--- src/hdl/alc_pkg.sv ---
// Shared types, keyword table and lookup function for the response line classifier.
package alc_pkg;

  localparam int NumKeys  = 17;
  localparam int KeySlots = 32;
  localparam int PosW     = 5;
  localparam int EntryW   = 5;
  localparam int CodeW    = 5;

  localparam logic [PosW-1:0] PosMax = 5'd31;

  localparam logic       KindPayload = 1'b0;
  localparam logic       KindEvent   = 1'b1;
  localparam logic [CodeW-1:0] EvUnknown = 5'd0;

  // Keyword text, right aligned, zero filled on the left.
  localparam logic [KeySlots*8-1:0] KeyText [NumKeys] = '{
    "OK",
    "ERROR",
    "+GETTIME:",
    "+FACEVENT:",
    "+MQTTRECV:0,",
    "+MQTTEVENT:CONNECT,SUCCESS",
    "+WEVENT:AP_UP",
    "+WEVENT:CONNECTING",
    "+WEVENT:CONNECTTED",
    "+WEVENT:TIMEOUT",
    "+WEVENT:UNBIND,SUCCESS",
    "+OTAEVENT:DOWNLOADING",
    "+OTAEVENT:INSTALLING",
    "+OTAEVENT:SUCCESS",
    "+MCUOTAEVENT:VERSION,",
    "+MCUOTAEVENT:DOWNLOAD,DONE",
    "+MCUOTAEVENT:TRANSPORT,REBOOT"
  };

  localparam logic [PosW-1:0] KeyLen [NumKeys] = '{
    5'd2, 5'd5, 5'd9, 5'd10, 5'd12, 5'd26, 5'd13, 5'd18, 5'd18,
    5'd15, 5'd22, 5'd21, 5'd20, 5'd17, 5'd21, 5'd26, 5'd29
  };

  localparam logic [CodeW-1:0] KeyCode [NumKeys] = '{
    5'd1, 5'd2, 5'd3, 5'd4, 5'd5, 5'd6, 5'd7, 5'd8, 5'd9,
    5'd10, 5'd11, 5'd12, 5'd12, 5'd13, 5'd14, 5'd15, 5'd16
  };

  localparam logic [NumKeys-1:0] KeyParam = 17'b0_0100_0000_0001_1100;

  typedef struct packed {
    logic             kind;
    logic [7:0]       payload;
    logic [CodeW-1:0] code;
  } result_t;

  typedef struct packed {
    logic    push;
    result_t res;
  } push_t;

  // Character of keyword k at position pos; zero past the keyword end.
  function automatic logic [7:0] key_char(input int k, input logic [PosW-1:0] pos);
    int idx;
    idx = int'(KeyLen[k]) - 1 - int'(pos);
    if (idx < 0) begin
      return 8'h00;
    end
    return KeyText[k][8*idx +: 8];
  endfunction

endpackage

--- src/hdl/alc_matcher.sv ---
// Per-character keyword compare, line state registers and result generation.
module alc_matcher import alc_pkg::*; #(
  parameter int PAYLOAD_MAX = 63
) (
  input  logic       clk_i,
  input  logic       rst_ni,
  input  logic       accept_i,
  input  logic [7:0] line_byte_i,
  input  logic       end_of_line_i,
  output push_t      push_o
);

  localparam int CntW = $clog2(PAYLOAD_MAX + 1);

  logic [NumKeys-1:0] live_q, live_d, live_upd;
  logic [PosW-1:0]    pos_q, pos_d, pos_next;
  logic [EntryW-1:0]  matched_q, matched_d, matched_idx, first_idx, done_idx;
  logic [CntW-1:0]    cnt_q, cnt_d;
  logic               nonempty_q, nonempty_d;
  logic               closed_q, closed_d;
  logic               first_found, done_found;
  logic [CodeW-1:0]   eol_code;
  push_t              push;

  assign matched_idx = matched_q - EntryW'(1);
  assign pos_next    = (pos_q == PosMax) ? pos_q : pos_q + PosW'(1);

  always_comb begin
    live_upd = live_q;
    for (int k = 0; k < NumKeys; k++) begin
      if (live_q[k] && (pos_q < KeyLen[k]) && (key_char(k, pos_q) != line_byte_i)) begin
        live_upd[k] = 1'b0;
      end
    end
  end

  // Lowest live keyword after this character, and lowest complete one at line end.
  always_comb begin
    first_found = 1'b0;
    first_idx   = '0;
    done_found  = 1'b0;
    done_idx    = '0;
    for (int k = NumKeys - 1; k >= 0; k--) begin
      if (live_upd[k]) begin
        first_found = 1'b1;
        first_idx   = EntryW'(k);
      end
      if (live_q[k] && (KeyLen[k] <= pos_q)) begin
        done_found = 1'b1;
        done_idx   = EntryW'(k);
      end
    end
  end

  always_comb begin
    if (matched_q != '0) begin
      eol_code = KeyCode[matched_idx];
    end else if (done_found) begin
      eol_code = KeyCode[done_idx];
    end else begin
      eol_code = EvUnknown;
    end
  end

  always_comb begin
    live_d      = live_q;
    pos_d       = pos_q;
    matched_d   = matched_q;
    cnt_d       = cnt_q;
    nonempty_d  = nonempty_q;
    closed_d    = closed_q;
    push.push   = 1'b0;
    push.res    = '{kind: KindPayload, payload: line_byte_i, code: EvUnknown};
    if (accept_i) begin
      if (end_of_line_i) begin
        push.push    = nonempty_q;
        push.res     = '{kind: KindEvent, payload: 8'h00, code: eol_code};
        live_d       = '1;
        pos_d        = '0;
        matched_d    = '0;
        cnt_d        = '0;
        nonempty_d   = 1'b0;
        closed_d     = 1'b0;
      end else if (!closed_q) begin
        if (line_byte_i == 8'h00) begin
          closed_d = 1'b1;
        end else begin
          nonempty_d = 1'b1;
          if (matched_q != '0) begin
            // forward parameter bytes until the payload limit, drop the rest
            if (KeyParam[matched_idx] && (cnt_q < CntW'(PAYLOAD_MAX))) begin
              cnt_d        = cnt_q + CntW'(1);
              push.push    = 1'b1;
              push.res     = '{kind: KindPayload, payload: line_byte_i,
                               code: KeyCode[matched_idx]};
            end
          end else begin
            live_d = live_upd;
            pos_d  = pos_next;
            if (first_found && (KeyLen[first_idx] <= pos_next)) begin
              matched_d = first_idx + EntryW'(1);
            end
          end
        end
      end
    end
  end

  assign push_o = push;

  always_ff @(posedge clk_i or negedge rst_ni) begin
    if (!rst_ni) begin
      live_q     <= '1;
      pos_q      <= '0;
      matched_q  <= '0;
      cnt_q      <= '0;
      nonempty_q <= 1'b0;
      closed_q   <= 1'b0;
    end else begin
      live_q     <= live_d;
      pos_q      <= pos_d;
      matched_q  <= matched_d;
      cnt_q      <= cnt_d;
      nonempty_q <= nonempty_d;
      closed_q   <= closed_d;
    end
  end

  a_eol_clears: assert property (@(posedge clk_i) disable iff (!rst_ni)
    accept_i && end_of_line_i |=> (pos_q == '0) && (matched_q == '0) && (live_q == '1))
    else $error("line state not cleared after end of line");

  a_cnt_limit: assert property (@(posedge clk_i) disable iff (!rst_ni)
    cnt_q <= CntW'(PAYLOAD_MAX))
    else $error("payload count beyond limit");

  a_match_live: assert property (@(posedge clk_i) disable iff (!rst_ni)
    (matched_q != '0) |-> (matched_q <= EntryW'(NumKeys)) && live_q[matched_idx])
    else $error("settled entry is not a live keyword");

endmodule

--- src/hdl/alc_out_buf.sv ---
// Two-entry output queue that decouples result delivery from input acceptance.
module alc_out_buf import alc_pkg::*; (
  input  logic    clk_i,
  input  logic    rst_ni,
  input  push_t   push_i,
  output logic    full_o,
  output logic    valid_o,
  input  logic    ready_i,
  output result_t res_o
);

  result_t   slot0_q, slot0_d, slot1_q, slot1_d;
  logic [1:0] cnt_q, cnt_d;
  logic       pop;

  assign pop     = (cnt_q != 2'd0) && ready_i;
  assign valid_o = (cnt_q != 2'd0);
  assign full_o  = (cnt_q == 2'd2);
  assign res_o   = slot0_q;

  always_comb begin
    slot0_d = slot0_q;
    slot1_d = slot1_q;
    cnt_d   = cnt_q;
    if (pop) begin
      slot0_d = slot1_q;
    end
    if (push_i.push) begin
      if ((cnt_q == 2'd0) || ((cnt_q == 2'd1) && pop)) begin
        slot0_d = push_i.res;
      end else begin
        slot1_d = push_i.res;
      end
    end
    cnt_d = cnt_q + 2'(push_i.push) - 2'(pop);
  end

  always_ff @(posedge clk_i or negedge rst_ni) begin
    if (!rst_ni) begin
      cnt_q <= 2'd0;
    end else begin
      cnt_q <= cnt_d;
    end
  end

  always_ff @(posedge clk_i) begin
    slot0_q <= slot0_d;
    slot1_q <= slot1_d;
  end

  a_no_overflow: assert property (@(posedge clk_i) disable iff (!rst_ni)
    push_i.push |-> (cnt_q != 2'd2))
    else $error("result pushed into full queue");

  a_head_holds: assert property (@(posedge clk_i) disable iff (!rst_ni)
    valid_o && !ready_i |=> valid_o && (res_o == $past(res_o)))
    else $error("stalled head result changed");

endmodule

--- src/hdl/at_response_line_classifier_unit.sv ---
// Top level of the modem response line classifier.
// Each result is registered in the output queue and is presented when it reaches the queue head.
// Throughput: one input transaction per cycle; the two-entry output queue keeps input
// accepted while one result waits, and input stalls only when both entries are held.
// Reset clears all line state (every keyword live, position, match, counts) and
// empties the output queue; no clearing pass is needed.
module at_response_line_classifier_unit import alc_pkg::*; #(
  parameter int PAYLOAD_MAX = 63
) (
  input  logic             clk_i,
  input  logic             rst_ni,
  input  logic             in_valid_i,
  output logic             in_ready_o,
  input  logic [7:0]       line_byte_i,
  input  logic             end_of_line_i,
  output logic             out_valid_o,
  input  logic             out_ready_i,
  output logic             result_kind_o,
  output logic [7:0]       payload_byte_o,
  output logic [CodeW-1:0] event_code_o
);

  logic    full;
  logic    accept;
  push_t   push;
  result_t res;

  assign in_ready_o = !full;
  assign accept     = in_valid_i && !full;

  alc_matcher #(
    .PAYLOAD_MAX (PAYLOAD_MAX)
  ) u_matcher (
    .clk_i         (clk_i),
    .rst_ni        (rst_ni),
    .accept_i      (accept),
    .line_byte_i   (line_byte_i),
    .end_of_line_i (end_of_line_i),
    .push_o        (push)
  );

  alc_out_buf u_out_buf (
    .clk_i   (clk_i),
    .rst_ni  (rst_ni),
    .push_i  (push),
    .full_o  (full),
    .valid_o (out_valid_o),
    .ready_i (out_ready_i),
    .res_o   (res)
  );

  assign result_kind_o  = res.kind;
  assign payload_byte_o = res.payload;
  assign event_code_o   = res.code;

endmodule
--- config.mk ---
export PLATFORM = sky130hd
export DESIGN_NAME = at_response_line_classifier_unit
export DESIGN_NICKNAME = d
export VERILOG_FILES = /design/src/hdl/alc_pkg.sv /design/src/hdl/alc_matcher.sv /design/src/hdl/alc_out_buf.sv /design/src/hdl/at_response_line_classifier_unit.sv
export SDC_FILE = /design/constraint.sdc
export NUM_CORES = 1
export LEC_CHECK = 0
export BUFFER_PORTS_ARGS = -buffer_cell sky130_fd_sc_hd__buf_4
export CORE_UTILIZATION = 40
export CTS_CLUSTER_DIAMETER = 80
export DETAILED_ROUTE_END_ITERATION = 10
export PLACE_DENSITY_LB_ADDON = 0.15
export SETUP_SLACK_MARGIN = 0.1
export SYNTH_ARGS = -nofsm -noshare
export SYNTH_HDL_FRONTEND = slang
export SYNTH_SLANG_ARGS = --single-unit
--- constraint.sdc ---
create_clock -name clk_i -period 9.5 [get_ports clk_i]
set_input_delay 1.9 -clock clk_i [delete_from_list [all_inputs] [get_ports clk_i]]
set_output_delay 1.9 -clock clk_i [all_outputs]
set_load 0.1 [all_outputs]
After elaboration in Yosys (flattened, before gate mapping)

Memories as Yosys holds them, arrays and structs flattened.
Index checks and enable logic that the tools add are counted.

Register bits: 65
Bits in read-only memories: 512
Input port bits: 13
Output and inout bits: 16
Word-level logic and storage cells: 372
Memories kept: 4

Memories:

| memory           | depth | width | rd ports | clocked after Yosys merged registers in | write ports | RTL line           | source |
|---|---|---|---|---|---|---|---|
| (name not given) | 32    | 5     | 1        | 0                                       | 0           | alc_matcher.sv:57  | `eol_code = KeyCode[matched_idx];` |
| (name not given) | 32    | 5     | 1        | 0                                       | 0           | alc_matcher.sv:59  | `eol_code = KeyCode[done_idx];` |
| (name not given) | 32    | 5     | 1        | 0                                       | 0           | alc_matcher.sv:100 | `if (first_found && (KeyLen[first_idx] <= pos_next)) begin` |
| (name not given) | 32    | 1     | 1        | 0                                       | 0           | alc_matcher.sv:91  | `if (KeyParam[matched_idx] && (cnt_q < CntW'(PAYLOAD_MAX))) begin` |

Add/sub/neg operators: 20
Order comparisons: 48
Eq/ne operators: 23
Shift operators: 17
Multiplexer cells: 173
Bitwise operators: 4
Reduce and logical (&&, ||, !) cells: 70

Operators by type and width:

| cell                        | number |
|---|---|
| $shiftx A256 B32 Y8 const A | 17 |
| $lt A32 B1 Y1 const B       | 14 |
| $mux W5                     | 52 |
| $mux W8                     | 31 |
| $ne A8 B8 Y1                | 17 |
| $mux W15                    | 6 |
| $mux W1                     | 72 |
| $mux W17                    | 4 |
| $logic_and A1 B1 Y1         | 56 |
| $mux W14                    | 3 |
| $sub A5 B5 Y6 const A       | 7 |
| $le A5 B5 Y1 const A        | 7 |
| $lt A5 B5 Y1 const B        | 7 |
| $mux W6                     | 5 |
| $sub A4 B5 Y6 const A       | 5 |
| $le A4 B5 Y1 const A        | 5 |
| $lt A5 B4 Y1 const B        | 5 |
| $ge A6 B6 Y1 const B        | 3 |
| $not A5 Y6                  | 3 |
| $add A5 B1 Y5 const B       | 2 |
| $reduce_and A5 Y1           | 2 |
| $logic_not A8 Y1            | 1 |
| $reduce_bool A2 Y1          | 4 |
| $add A6 B1 Y6 const B       | 1 |
| 24 further kinds            | 26 |

Longest topological paths before layout

Gate-level depths: netlist (run 1).

Depth after elaboration: 35
Mapped depth: 39
Depth with buffers taken out: 31

Cells and area by module

From an unflattened synthesis (run 1), not the netlist that was laid out.

Cell total of the unflattened synthesis: 1593
Area, all modules: 11882.6 um^2

Modules (own cells, without submodules):

| module                           | times used | cells an instance | area each (um^2) | sequential area each (um^2) |
|---|---|---|---|---|
| alc_matcher                      | 1          | 1520              | 10706.5          | 897.1 |
| alc_out_buf                      | 1          | 71                | 1166.1           | 750.7 |
| at_response_line_classifier_unit | 1          | 2                 | 10.0             | 0.0 |

Worst setup path before layout (run 1)

No wires, ideal clock.

Path type: reg-to-reg
From: register u_matcher.pos_q[3]
To: register u_matcher.matched_q[3]
Setup time: 0.124 ns
Data arrival time: 6.453 ns
Data required time: 9.376 ns
Path slack: 2.923 ns
Stages on the path, launching flop included: 34
Path buffers: 5
Clock period less this slack: 6.577 ns
Path through: dfrtp_1 buf_6 inv_1 buf_2 buf_1 ha_1 buf_2 inv_1 ha_1 clkbuf_1 a311o_1 xnor2_1 o2111a_1 a311oi_1 o41a_1 nand2_1 o21ba_2 o211ai_1 inv_1 ha_1 nor2b_1 a211oi_1 a211oi_1 ha_1 nor2b_1 o21a_1 o21ai_0 nand2b_1 a21oi_1 a31oi_1 inv_1 o41a_1 o21ai_1 a211o_1

Longest elaborated chain between the ends: 32
Elaborated cells on any way between the ends: 209
Those cells by class: add/sub (16); order compare (29); eq/ne (18); shift (17); mux (90); bitwise (1); reduce/logical (37); memory (1)

Ends and longest elaborated chain:

| what                                       | RTL line           | source |
|---|---|---|
| start, declared                            | alc_matcher.sv:16  | `logic [PosW-1:0] pos_q, pos_d, pos_next;` |
| start signal, assigned                     | alc_matcher.sv:121 | `pos_q <= pos_d;` |
| $sub A5 B5 Y6                              | alc_pkg.sv:63      | `idx = int'(KeyLen[k]) - 1 - int'(pos);` |
| $lt A32 B1 Y1                              | alc_pkg.sv:64      | `if (idx < 0) begin` |
| $mux W1                                    | alc_pkg.sv:64      |  |
| $mux W8                                    | alc_pkg.sv:67      | `return KeyText[k][8*idx +: 8];` |
| $ne A8 B8 Y1                               | alc_matcher.sv:31  | `if (live_q[k] && (pos_q < KeyLen[k]) && (key_char(k, pos_q) != line_byte_i)) begin` |
| $logic_and A1 B1 Y1                        | alc_matcher.sv:31  |  |
| $mux W1                                    | alc_matcher.sv:31  |  |
| $mux W5 (17 in a row)                      | alc_matcher.sv:44  | `if (live_upd[k]) begin` |
| $not A5 Y6 (implied by the code)           | alc_matcher.sv:100 |  |
| $mem_v2 Z32 W5                             | -                  |  |
| $mux W5 (implied by the code) (2 in a row) | alc_matcher.sv:100 |  |
| $le A5 B5 Y1                               | alc_matcher.sv:100 |  |
| $logic_and A1 B1 Y1                        | alc_matcher.sv:100 |  |
| $reduce_bool A2 Y1 (no source line)        | -                  |  |
| $reduce_and A5 Y1 (no source line)         | -                  |  |
| end signal, assigned                       | alc_matcher.sv:122 | `matched_q <= matched_d;` |
| end, declared                              | alc_matcher.sv:17  | `logic [EntryW-1:0] matched_q, matched_d, matched_idx, first_idx, done_idx;` |

Several ways; a longest one is shown, not always the timed one. The select of a mux whose other input is x is not followed.
A chain may end at the register's enable or synchronous reset.

Worst setup path after layout (run 1)

From: register u_matcher.pos_q[1]
To: register u_matcher.matched_q[3]

Same word-level chain as after synthesis.

==> impl_metrics.csv, run 1 <==
group,metric,value,unit
layout,diodes,0,
sta,skew,0.00855,ns
critical_path,worst_setup_path_end_kind,"register",
detailed_routing,wl_per_cell,26.6,um
clocking,ctsResizeCount,0,
job,drv_cap,0,
critical_path,cpMaxStageDelayCell,"xnor2_1",
logic_synthesis,yosys_warnings,0,
clocking,cts_buffers,9,
logic_synthesis,ys.flop_type,"dfrtp_1",
grt,grt_use_total,33.2,%
worst_hold_path,hold_end,"u_matcher.closed_q",
sta,drv_slew,0,
detailed_routing,drt_iter0_markers,1820,
grt,grt_max_degree,62,
clocking,clock_path_buffers,2,
critical_path,crit_arrival,8.12,ns
clocking,cts-root-buf,"clkbuf_16",
worst_hold_path,holdPathStages,2,
critical_path,worst-setup-path-type,"register to register",
critical_path,worst-r2r-setup-slack,1.60,ns
die,coreArea,0.0297,mm^2
logic_synthesis,synth_top_area_cell,"xnor2_1",
sta,maxSlewHeadroom,23.9,%
sta,finalCriticalPeriod,7.90,ns
pwr,irDropWorstVdd,168,uV
clocking,clk_pin_slew,0.07,ns
grt,grt_first_pass_wirelength,79400,um
die,std_cell_rows,63,
placement,io_buffer_count,28,
logic_synthesis,synth.net_count,1706,
clocking,cts_setup_buffers,0,
logic_synthesis,ys_seq_area_share,13.6,%
worst_hold_path,min_path_type,"register to register",
logic_synthesis,netlist_area,0.0121,mm^2
logic_synthesis,synth_seq_cells,65,
die,die-area,0.0309,mm^2
clocking,cts_tree,"yes",
clocking,cts.sinks,65,
grt,grt_pass1_vias,12637,
die,die_h,176,um
sta,finalHoldViolations,0,
clocking,cts_max_level,3,
logic_synthesis,synth_area_leaders,"xnor2_1 5.5%, o21ai_0 4.6%, nand2_1 4.3%, a21oi_1 4.3%, dfrtp_1 4.1%",
layout,nets,1614,
die,die_w,176,um
critical_path,cp.buffers_inverters,5,
critical_path,path_delay_family,"compound AO/OA/AOI/OAI gates",
logic_synthesis,async_flop_share,56.9,%
logic_synthesis,postSynthCellCount,1655,
pwr,fin_total_pwr,4.07,mW
detailed_routing,drtPass1Iterations,6,
critical_path,worstReg2RegEnd,"u_matcher.matched_q[3]",
critical_path,reg2reg_depth,29,
run_status,status,"completed",
critical_path,r2r_start,"u_matcher.pos_q[1]",
grt,grt.overflow.total,0,
pwr,power.density,327,mW/mm^2
critical_path,start_kind,"register",
detailed_routing,via_count,13746,
sta,rsz0062_at_grt,"no",
logic_synthesis,synth.top_cell.area_share,5.50,%
critical_path,critPathRequiredTime,9.72,ns
layout,areaGrowthSynthToFinish,2.78,%
sta,setup_violations,0,
placement,gp_congestion,0.982,
critical_path,cp_max_fo,35,
logic_synthesis,syn_avg_cell_area,7.31,um^2
clocking,cts_hold_buf,0,
detailed_routing,via_per_inst,7.02,
grt,antenna_found_initial,0,
detailed_routing,drcViolationCount,0,
sta,worstMarginPinSlew,1.14,ns
detailed_routing,drtAntennaViolNets,0,
detailed_routing,drt_wl_total,52100,um
clocking,clk_latency,0.34,ns
sta,tns,0,ns
die,ioPinCount,29,
worst_hold_path,holdCritStartpoint,"u_matcher.closed_q",
die,initial_utilization,40.7,%
placement,dp_hpwl,36200,um
logic_synthesis,synth_cell_types,109,
logic_synthesis,synth_edf_count,14,
sta,finalCritPeriodShare,83.2,%
pwr,leakage,4.69,nW
critical_path,critical-path-top-cell-by-count,"inv_1",
sta,fmax,0.127,GHz
critical_path,slowest_delay,0.78,ns
layout,drive_gt1_share,10.7,%
-- flip-flops by register name, indices dropped and copies added, names as in the netlist --
signal	cells
u_matcher.nonempty_q	1
u_matcher.pos_q	5
u_matcher.closed_q	1
u_matcher.matched_q	5
u_out_buf.res_o	14
u_out_buf.slot1_q	14
u_matcher.live_q	17
u_out_buf.cnt_q	2
u_matcher.cnt_q	6
-- Yosys cell counts, types with 33 or more instances --
cell type and n:
ha_1 38, nor3_1 55, clkbuf_1 48, nand2_1 138
buf_2 64, o21ai_0 112, a31oi_1 33, xnor2_1 76
a21oi_1 103, nor2b_1 36, nand3_1 54, nor2_1 111
mux2i_1 33, inv_1 35, nand2b_1 35
-- layout by cell type (no fill, tap or decap), drive strengths merged, types with 13 or more instances in the layout --
cell type / netlist / routed
a2111oi: 17 / 17
a211o: 14 / 14
a211oi: 29 / 29
a21o: 18 / 18
a21oi: 108 / 108
a31oi: 33 / 33
and2: 24 / 24
and3: 25 / 25
buf: 116 / 61
dfrtp: 20 / 20
dfstp: 17 / 17
dfxtp: 14 / 14
edfxtp: 14 / 14
ha: 38 / 38
inv: 39 / 41
mux2i: 33 / 33
nand2: 138 / 138
nand2b: 35 / 35
nand3: 54 / 54
nand4: 23 / 23
nor2: 113 / 113
nor2b: 36 / 36
nor3: 57 / 57
nor4: 20 / 20
o211ai: 32 / 32
o21ai: 119 / 119
o22ai: 23 / 23
o31ai: 13 / 13
or2: 15 / 15
or3: 21 / 21
xnor2: 77 / 77
xor2: 16 / 16
-- routing by layer --
metal	global-route usage [%]	wire, um
met1	45.7	21900
met2	48.6	21900
met3	7.16	5500
met4	16.7	2740
met5	0	0
-- per-stage QoR --
| stage | cell area [um^2] | setup WS, ns | instances | hold slack (ns) | utilization (%) |
|---|---|---|---|---|---|
| finish | 12400 | 1.60 | 1958 | 0.509 | 41.8 |
| global route | 12400 | 1.20 | 1958 | 0.531 | 41.8 |
| CTS | 12400 | 1.83 | 1958 | 0.507 | 41.8 |
| detailed placement | 12100 | 1.86 | 1942 | 0.494 | 40.8 |
| global placement | 12100 | 1.83 | 1942 | 0.483 | 40.8 |
| floorplan | 12100 | 2.92 | 1655 | 0.461 | - |
-- layout make-up --
cell class	count	area [um^2]
clock buffer	9	225
fill	3050	17300
multi-input combinational	1384	9370
inverter	42	158
clock inverter	7	77.6
tap	390	488
timing repair buffer	61	458
sequential	65	1660
-- cell families (layout without fill, tap and decap cells) --
| kind of cell | count (synthesis) | in the layout | synth area share, % |
|---|---|---|---|
| compound gates | 591 | 591 | 35.1 |
| xor+xnor | 98 | 98 | 8.14 |
| fa+ha+maj | 38 | 38 | 3.93 |
| buf+inv | 206 | 119 | 9.04 |
| flops | 65 | 65 | 13.6 |
| mux | 37 | 37 | 3.10 |
| simple gates | 620 | 620 | 27.1 |
-- worst min-delay path, delay by kind of cell (launching register included) --
family             cells  cell delay (ns)
DFF                    1             0.34
and+or+nand+nor        1             0.08
AOI/OAI and AO/OA      1             0.04
-- report_power, final --
part	switching (mW)	total, mW	internal (mW)	leakage (nW)
registers	0.101	0.505	0.404	0.687
clock network	0.140	0.345	0.206	0.146
logic	2.10	3.22	1.12	3.86
total	2.34	4.07	1.73	4.69
-- worst max path at each step --
stage	from	endpoint	slack [ns]	cells past startpoint
final	u_matcher.pos_q[1]	u_matcher.matched_q[3]	1.60	29
after global routing	u_matcher.pos_q[1]	u_matcher.matched_q[3]	1.20	29
after CTS	u_matcher.pos_q[1]	u_matcher.matched_q[3]	1.83	28
after detailed placement	u_matcher.pos_q[1]	u_matcher.matched_q[3]	1.86	28
after global placement	u_matcher.pos_q[1]	u_matcher.matched_q[3]	1.83	29
after floorplan	u_matcher.pos_q[3]	u_matcher.matched_q[3]	2.92	33
Note: power is estimated with default switching activity, not from simulation.
==> run 2: changes to the inputs <==
==> constraint.sdc (replaced) <==
create_clock -name clk_i -period 7.6 [get_ports clk_i]
set_input_delay 1.52 -clock clk_i [delete_from_list [all_inputs] [get_ports clk_i]]
set_output_delay 1.52 -clock clk_i [all_outputs]
set_load 0.1 [all_outputs]
==> run 2 against run 1 <==
Fmax rose by 10%. Clock power is 25% higher. Critical path depth shrank 2. Clock-buffer cell count unchanged. Hold slack lost 0.0065 ns. Global-route usage grew 1.5 points. Flip-flop and latch count did not move. Register-to-register slack worse by 1.2 ns. Final area increased by 3.4%. Combinational power is 31% higher. Power up 29%. Cell count is 2.6% higher. Critical path type unchanged.
==> impl_metrics.csv, run 2 (synthesis gave the netlist of run 1 again) <==
group,metric,value,unit
layout,areaGrowthSynthToFinish,6.26,%
sta,finalCritPeriodShare,94.2,%
layout,multi_input_area,0.00937,mm^2
critical_path,cp.buffers_inverters,2,
job,drv_cap,0,
critical_path,reg2reg_depth,27,
critical_path,worst_setup_path_end_kind,"register",
critical_path,cpMaxStageDelayCell,"nor2b_1",
clocking,clk_latency,0.34,ns
die,coreArea,0.0297,mm^2
critical_path,worst-setup-path-type,"register to register",
critical_path,worst-r2r-setup-slack,0.44,ns
grt,grtUsageMet1,47.0,%
detailed_routing,drtPass1Iterations,6,
die,die-area,0.0309,mm^2
worst_hold_path,holdPathStages,2,
clocking,cts_hold_buf,0,
die,die_w,176,um
detailed_routing,drt_iter0_markers,1803,
critical_path,critPathRequiredTime,7.82,ns
layout,regMostFlops,"u_matcher.live_q",
clocking,cts_buffers,9,
layout,layout_common_cells,"138 x nand2_1, 112 x o21ai_0, 111 x nor2_1",
placement,gp_congestion,1.01,
critical_path,cp_max_fo,22,
layout,nets,1664,
layout,largest_reg_flops,17,
detailed_routing,via_per_inst,6.92,
pwr,irDropWorstVdd,160,uV
grt,grt.overflow.total,0,
worst_hold_path,hold_end,"u_matcher.closed_q",
clocking,cts_setup_buffers,0,
clocking,cts_max_level,3,
detailed_routing,drtAntennaViolNets,0,
sta,skew,0.00936,ns
grt,grt_use_total,34.7,%
clocking,clk_pin_slew,0.06,ns
detailed_routing,drcViolationCount,0,
layout,drive_gt1_share,13.6,%
clocking,clock_path_buffers,2,
detailed_routing,wl_per_cell,27.0,um
grt,grt.busiest_layer,"met2",
layout,nFillCells,3071,
die,die_h,176,um
placement,dp_hpwl,38200,um
critical_path,start_kind,"register",
sta,finalHoldViolations,0,
sta,rsz0062_at_grt,"no",
layout,final_util,43.3,%
critical_path,r2r_start,"u_matcher.pos_q[2]",
grt,use_met2,50.6,%
critical_path,crit_arrival,7.38,ns
sta,maxSlewHeadroom,22.9,%
sta,tns,0,ns
clocking,cts_tree,"yes",
sta,finalCriticalPeriod,7.16,ns
worst_hold_path,min_path_type,"register to register",
die,initial_utilization,40.7,%
sta,setup_violations,0,
pwr,leakage,4.94,nW
critical_path,path_delay_family,"compound AO/OA/AOI/OAI gates",
sta,worstMarginPinSlew,1.15,ns
die,std_cell_rows,63,
critical_path,worstReg2RegEnd,"u_matcher.matched_q[3]",
sta,drv_slew,0,
clocking,cts-root-buf,"clkbuf_16",
die,ioPinCount,29,
worst_hold_path,holdCritStartpoint,"u_matcher.closed_q",
run_status,status,"completed",
detailed_routing,drt_wl_total,54300,um
layout,seqCellArea,0.00166,mm^2
layout,final_common_cell,"nand2_1",
critical_path,slowest_delay,0.65,ns
clocking,cts.sinks,65,
grt,grt_pass1_vias,13057,
grt,antenna_found_initial,0,
grt,met3_usage,5.63,%
pwr,power.density,408,mW/mm^2
placement,io_buffer_count,28,
sta,fmax,0.140,GHz
detailed_routing,via_count,13912,
grt,grt_max_degree,123,
grt,grt_first_pass_wirelength,81900,um
## run 2: how the worst max path moves through the flow
stage | start | to | slack [ns] | cells past startpoint
6_report | u_matcher.pos_q[2] | u_matcher.matched_q[3] | 0.44 | 27
5_1_grt | u_matcher.pos_q[2] | u_matcher.matched_q[3] | 0.13 | 30
4_1_cts | u_matcher.pos_q[2] | u_matcher.matched_q[3] | 0.48 | 28
3_5_place_dp | u_matcher.pos_q[2] | u_matcher.matched_q[3] | 0.52 | 28
3_3_place_gp | u_matcher.pos_q[2] | u_matcher.matched_q[3] | 0.46 | 30
2_1_floorplan | u_matcher.pos_q[3] | u_matcher.matched_q[3] | 1.02 | 33
## run 2: metrics by stage
stage / hold WS (ns) / total power [mW] / std cells / cell area [um^2] / setup WS, ns
global route: 0.522 / 5.55 / 2008 / 12900 / 0.135
CTS: 0.509 / 5.13 / 2008 / 12800 / 0.484
floorplan: 0.461 / 3.65 / 1655 / 12100 / 1.02
detailed placement: 0.496 / 4.68 / 1992 / 12500 / 0.517
global placement: 0.485 / 4.70 / 1992 / 12500 / 0.455
finish: 0.502 / 5.24 / 2009 / 12900 / 0.443
## run 2: power by group
part	total, mW	internal [mW]	leakage [nW]	switching, mW
Clock	0.431	0.257	0.146	0.174
Combinational	4.21	1.50	4.11	2.71
Sequential	0.603	0.507	0.687	0.0964
Total	5.24	2.26	4.94	2.98
## run 2: layout make-up
cell class,count,area share (%)
multi-input cells,1384,72.9
flip-flops and latches,65,12.9
repair buffers,111,6.77
well taps,390,3.80
clock buffers,9,1.75
inverters,42,1.23
clock inverters,7,0.603
diodes,1,0.0195
## run 2: layer usage
| layer | up-vias | wire length (um) | part of all wire (%) |
|---|---|---|---|
| li1 | 6212 | - | - |
| met1 | 6564 | 22400 | 41 |
| met2 | 926 | 22600 | 42 |
| met3 | 210 | 5570 | 10 |
| met4 | 0 | 3720 | 6.8 |
| met5 | - | 0 | 0 |
## run 2: what timing repair did
item,CTS,global route
endpoints found under the hold margin,0,0
gates resized for setup,0,2
setup endpoints to repair,0,4
## run 2: worst register-to-register path: cells and delay by family, from the launching register on
| kind | cells | cell delay (ns) |
|---|---|---|
| mux | 1 | 0.25 |
| fa+ha+maj | 3 | 1.09 |
| buf+inv | 2 | 0.40 |
| flops | 1 | 0.36 |
| simple gates | 8 | 2.26 |
| compound gates | 13 | 2.66 |
==> run 3: changes to the inputs <==
--- a/config.mk
+++ b/config.mk
@@ -13,4 +13,5 @@
 export SETUP_SLACK_MARGIN = 0.1
 export SYNTH_ARGS = -nofsm -noshare
 export SYNTH_HDL_FRONTEND = slang
+export SYNTH_HIERARCHICAL = 1
 export SYNTH_SLANG_ARGS = --single-unit
==> run 3 against run 2 <==
Register-to-register slack gained 0.08 ns. Hold slack gained 0.0095 ns. Synthesized cell count shrank 3.7%. Power grew 22%. Sequential share of layout area grew 0.39 points. Fmax grew 1.1%. Die area shrank 1.8%. Area after synthesis shrank 1.8%. Critical endpoint is now u_matcher/matched_q[3]. Largest cell class unchanged. Largest power group unchanged.
==> impl_metrics.csv, run 3 <==
group,metric,value,unit
worst_hold_path,min_path_type,"register to register",
logic_synthesis,synth_top_area_cell,"xnor2_1",
pwr,internal-power,2.75,mW
grt,grt_max_degree,72,
die,initial_utilization,41.1,%
critical_path,start_kind,"register",
clocking,cts_hold_buf,0,
sta,finalCritPeriodShare,93.1,%
placement,place_area,0.0121,mm^2
logic_synthesis,synth.top_cell.area_share,5.60,%
critical_path,r2r_start,"u_matcher/pos_q[1]",
placement,place_worst_setup_slack,0.685,ns
logic_synthesis,yosysMostFrequentCell,"nor2_1",
pwr,switchingPower,3.66,mW
die,die_h,174,um
pwr,switching_share,57.1,%
logic_synthesis,ys.flop_type,"dfrtp_1",
clocking,cts_tree,"yes",
critical_path,worst_setup_path_end_kind,"register",
pwr,irDropWorstVdd,415,uV
detailed_routing,via_per_inst,6.86,
clocking,ctsResizeCount,0,
clocking,clock_path_buffers,2,
logic_synthesis,synth_simple_gate_area_share,24.6,%
grt,grt_pass1_vias,12158,
logic_synthesis,synth_common_cells,"124 x nor2_1, 117 x a21oi_1, 116 x nand2_1",
layout,drive_gt1_share,14.7,%
critical_path,crit_arrival,7.33,ns
sta,fmax,0.141,GHz
grt,grt.overflow.total,0,
critical_path,crit_end,"u_matcher/matched_q[3]",
sta,finalCriticalPeriod,7.08,ns
run_status,status,"completed",
sta,hold_ws,0.512,ns
sta,tns,0,ns
logic_synthesis,postSynthCellCount,1593,
logic_synthesis,synth.net_count,1643,
critical_path,worstReg2RegEnd,"u_matcher/matched_q[3]",
detailed_routing,drt_wl_total,49400,um
sta,rsz0062_at_grt,"no",
die,die-area,0.0304,mm^2
clocking,cts_max_level,3,
layout,stdcell_area,0.0125,mm^2
critical_path,worst-r2r-setup-slack,0.52,ns
pwr,power.density,514,mW/mm^2
detailed_routing,drt_iter0_markers,1761,
logic_synthesis,synth_area_leaders,"xnor2_1 5.6%, a21oi_1 4.9%, o21ai_0 4.5%, dfrtp_1 4.2%, nor2_1 3.9%",
detailed_routing,drcViolationCount,0,
critical_path,critPathRequiredTime,7.85,ns
sta,worst_slack,0.524,ns
sta,worstMarginPinSlew,1.20,ns
logic_synthesis,synth_xor_area_share,8.79,%
die,coreArea,0.0289,mm^2
pwr,combPwrFrac,83.4,%
grt,grt_first_pass_wirelength,75200,um
detailed_routing,drtPass1Iterations,6,
detailed_routing,drtAntennaViolNets,0,
grt,grt_use_total,31.8,%
logic_synthesis,synth_edf_count,14,
sta,setup_violations,0,
layout,diodes,0,
critical_path,worst-setup-path-type,"register to register",
critical_path,slowest_delay,0.76,ns
grt,antenna_found_initial,0,
sta,drv_slew,0,
sta,skew,0.00913,ns
layout,areaGrowthSynthToFinish,4.84,%
critical_path,startpoint,"u_matcher/pos_q[1]",
layout,final_common_cell,"nor2_1",
logic_synthesis,ys_seq_area_share,13.9,%
placement,dp_hpwl,34300,um
die,die_w,174,um
die,ioPinCount,29,
layout,largest_reg_flops,17,
clocking,cts_buffers,9,
layout,regMostFlops,"u_matcher/live_q",
logic_synthesis,syn_avg_cell_area,7.46,um^2
sta,maxSlewHeadroom,19.4,%
logic_synthesis,async_flop_share,56.9,%
clocking,clk_latency,0.34,ns
critical_path,cpMaxStageDelayCell,"ha_2",
clocking,clk_pin_slew,0.06,ns
logic_synthesis,synth_top_family_by_area,"compound AO/OA/AOI/OAI gates",
logic_synthesis,netlist_area,0.0119,mm^2
logic_synthesis,synth_cell_types,128,
die,std_cell_rows,62,
layout,nets,1586,
logic_synthesis,synthMuxAreaShare,5.54,%
logic_synthesis,yosys_warnings,6,
detailed_routing,via_count,13208,
clocking,cts.sinks,65,
placement,io_buffer_count,28,
pwr,seqPwrFrac,9.4,%
job,drv_cap,0,
critical_path,reg2reg_depth,29,
logic_synthesis,synth_seq_cells,65,
pwr,clkPwrFrac,7.2,%
clocking,cts_setup_buffers,0,
critical_path,cp_max_fo,37,
detailed_routing,wl_per_cell,25.7,um
placement,gp_congestion,0.955,
sta,finalHoldViolations,0,
layout,layout_common_cells,"124 x nor2_1, 117 x a21oi_1, 116 x nand2_1",
clocking,cts-root-buf,"clkbuf_16",
logic_synthesis,synth_compound_area_share,34.5,%
logic_synthesis,synthAdderAreaFrac,3.90,%
pwr,fin_total_pwr,6.41,mW
pwr,leakage,4.63,nW
run 3: cells by family after synthesis:
| kind of cell | after synthesis |
|---|---|
| DFF | 65 |
| and+or+nand+nor | 545 |
| muxes | 61 |
| xor gates and xnor gates | 113 |
| adders and majority gates | 37 |
| buffers and inverters | 187 |
| AOI/OAI and AO/OA | 585 |
run 3: power by group through the flow:
stage | combinational, mW | clock, mW | sequential (mW)
after floorplan | 3.78 | 0 | 0.815
after global placement | 5.17 | 0 | 0.602
after detailed placement | 5.17 | 0 | 0.604
after CTS | 5.19 | 0.470 | 0.597
after global routing | 5.71 | 0.486 | 0.612
final | 5.34 | 0.462 | 0.601
run 3: final cells by class:
type                       instances  area (um^2)
multi-input combinational       1341         9200
tap                              384          480
clock inverter                     7          100
sequential                        65         1660
fill                            2999        16500
inverter                          37          139
clock buffer                       9          225
timing repair buffer              82          653
run 3: worst min path at each step:
stage	cells past startpoint	to	startpoint	slack, ns
3_5_place_dp	2	u_matcher/nonempty_q	u_matcher/nonempty_q	0.50
2_1_floorplan	2	u_matcher/nonempty_q	u_matcher/nonempty_q	0.46
4_1_cts	2	u_matcher/live_q[11]	u_matcher/live_q[11]	0.51
6_report	2	u_matcher/nonempty_q	u_matcher/nonempty_q	0.51
5_1_grt	1	u_matcher/live_q[6]	u_matcher/live_q[6]	0.53
3_3_place_gp	2	u_matcher/live_q[11]	u_matcher/live_q[11]	0.50
run 3: layer usage:
layer	global-route usage, %	up-vias	part of all wire [%]
li1	-	5897	-
met1	43.9	6317	42
met2	48.5	833	43
met3	4.64	161	9.6
met4	15.0	0	4.8
met5	0	-	0
run 3: metrics by stage:
stage / util, % / instances
after floorplan: - / 1593
after global placement: 41.9 / 1909
after detailed placement: 41.9 / 1909
after CTS: 43.1 / 1925
after global routing: 43.1 / 1925
final: 43.1 / 1925
run 3: critical path: cells and delay by family, from the launching register on:
kind	cells	cell delay [ns]
AO/OA/AOI/OAI	11	2.11
XOR/XNOR	1	0.12
adder cells (fa/ha/maj)	3	1.27
buffers and inverters	3	0.82
flip-flops	1	0.40
AND/OR/NAND/NOR	11	2.21
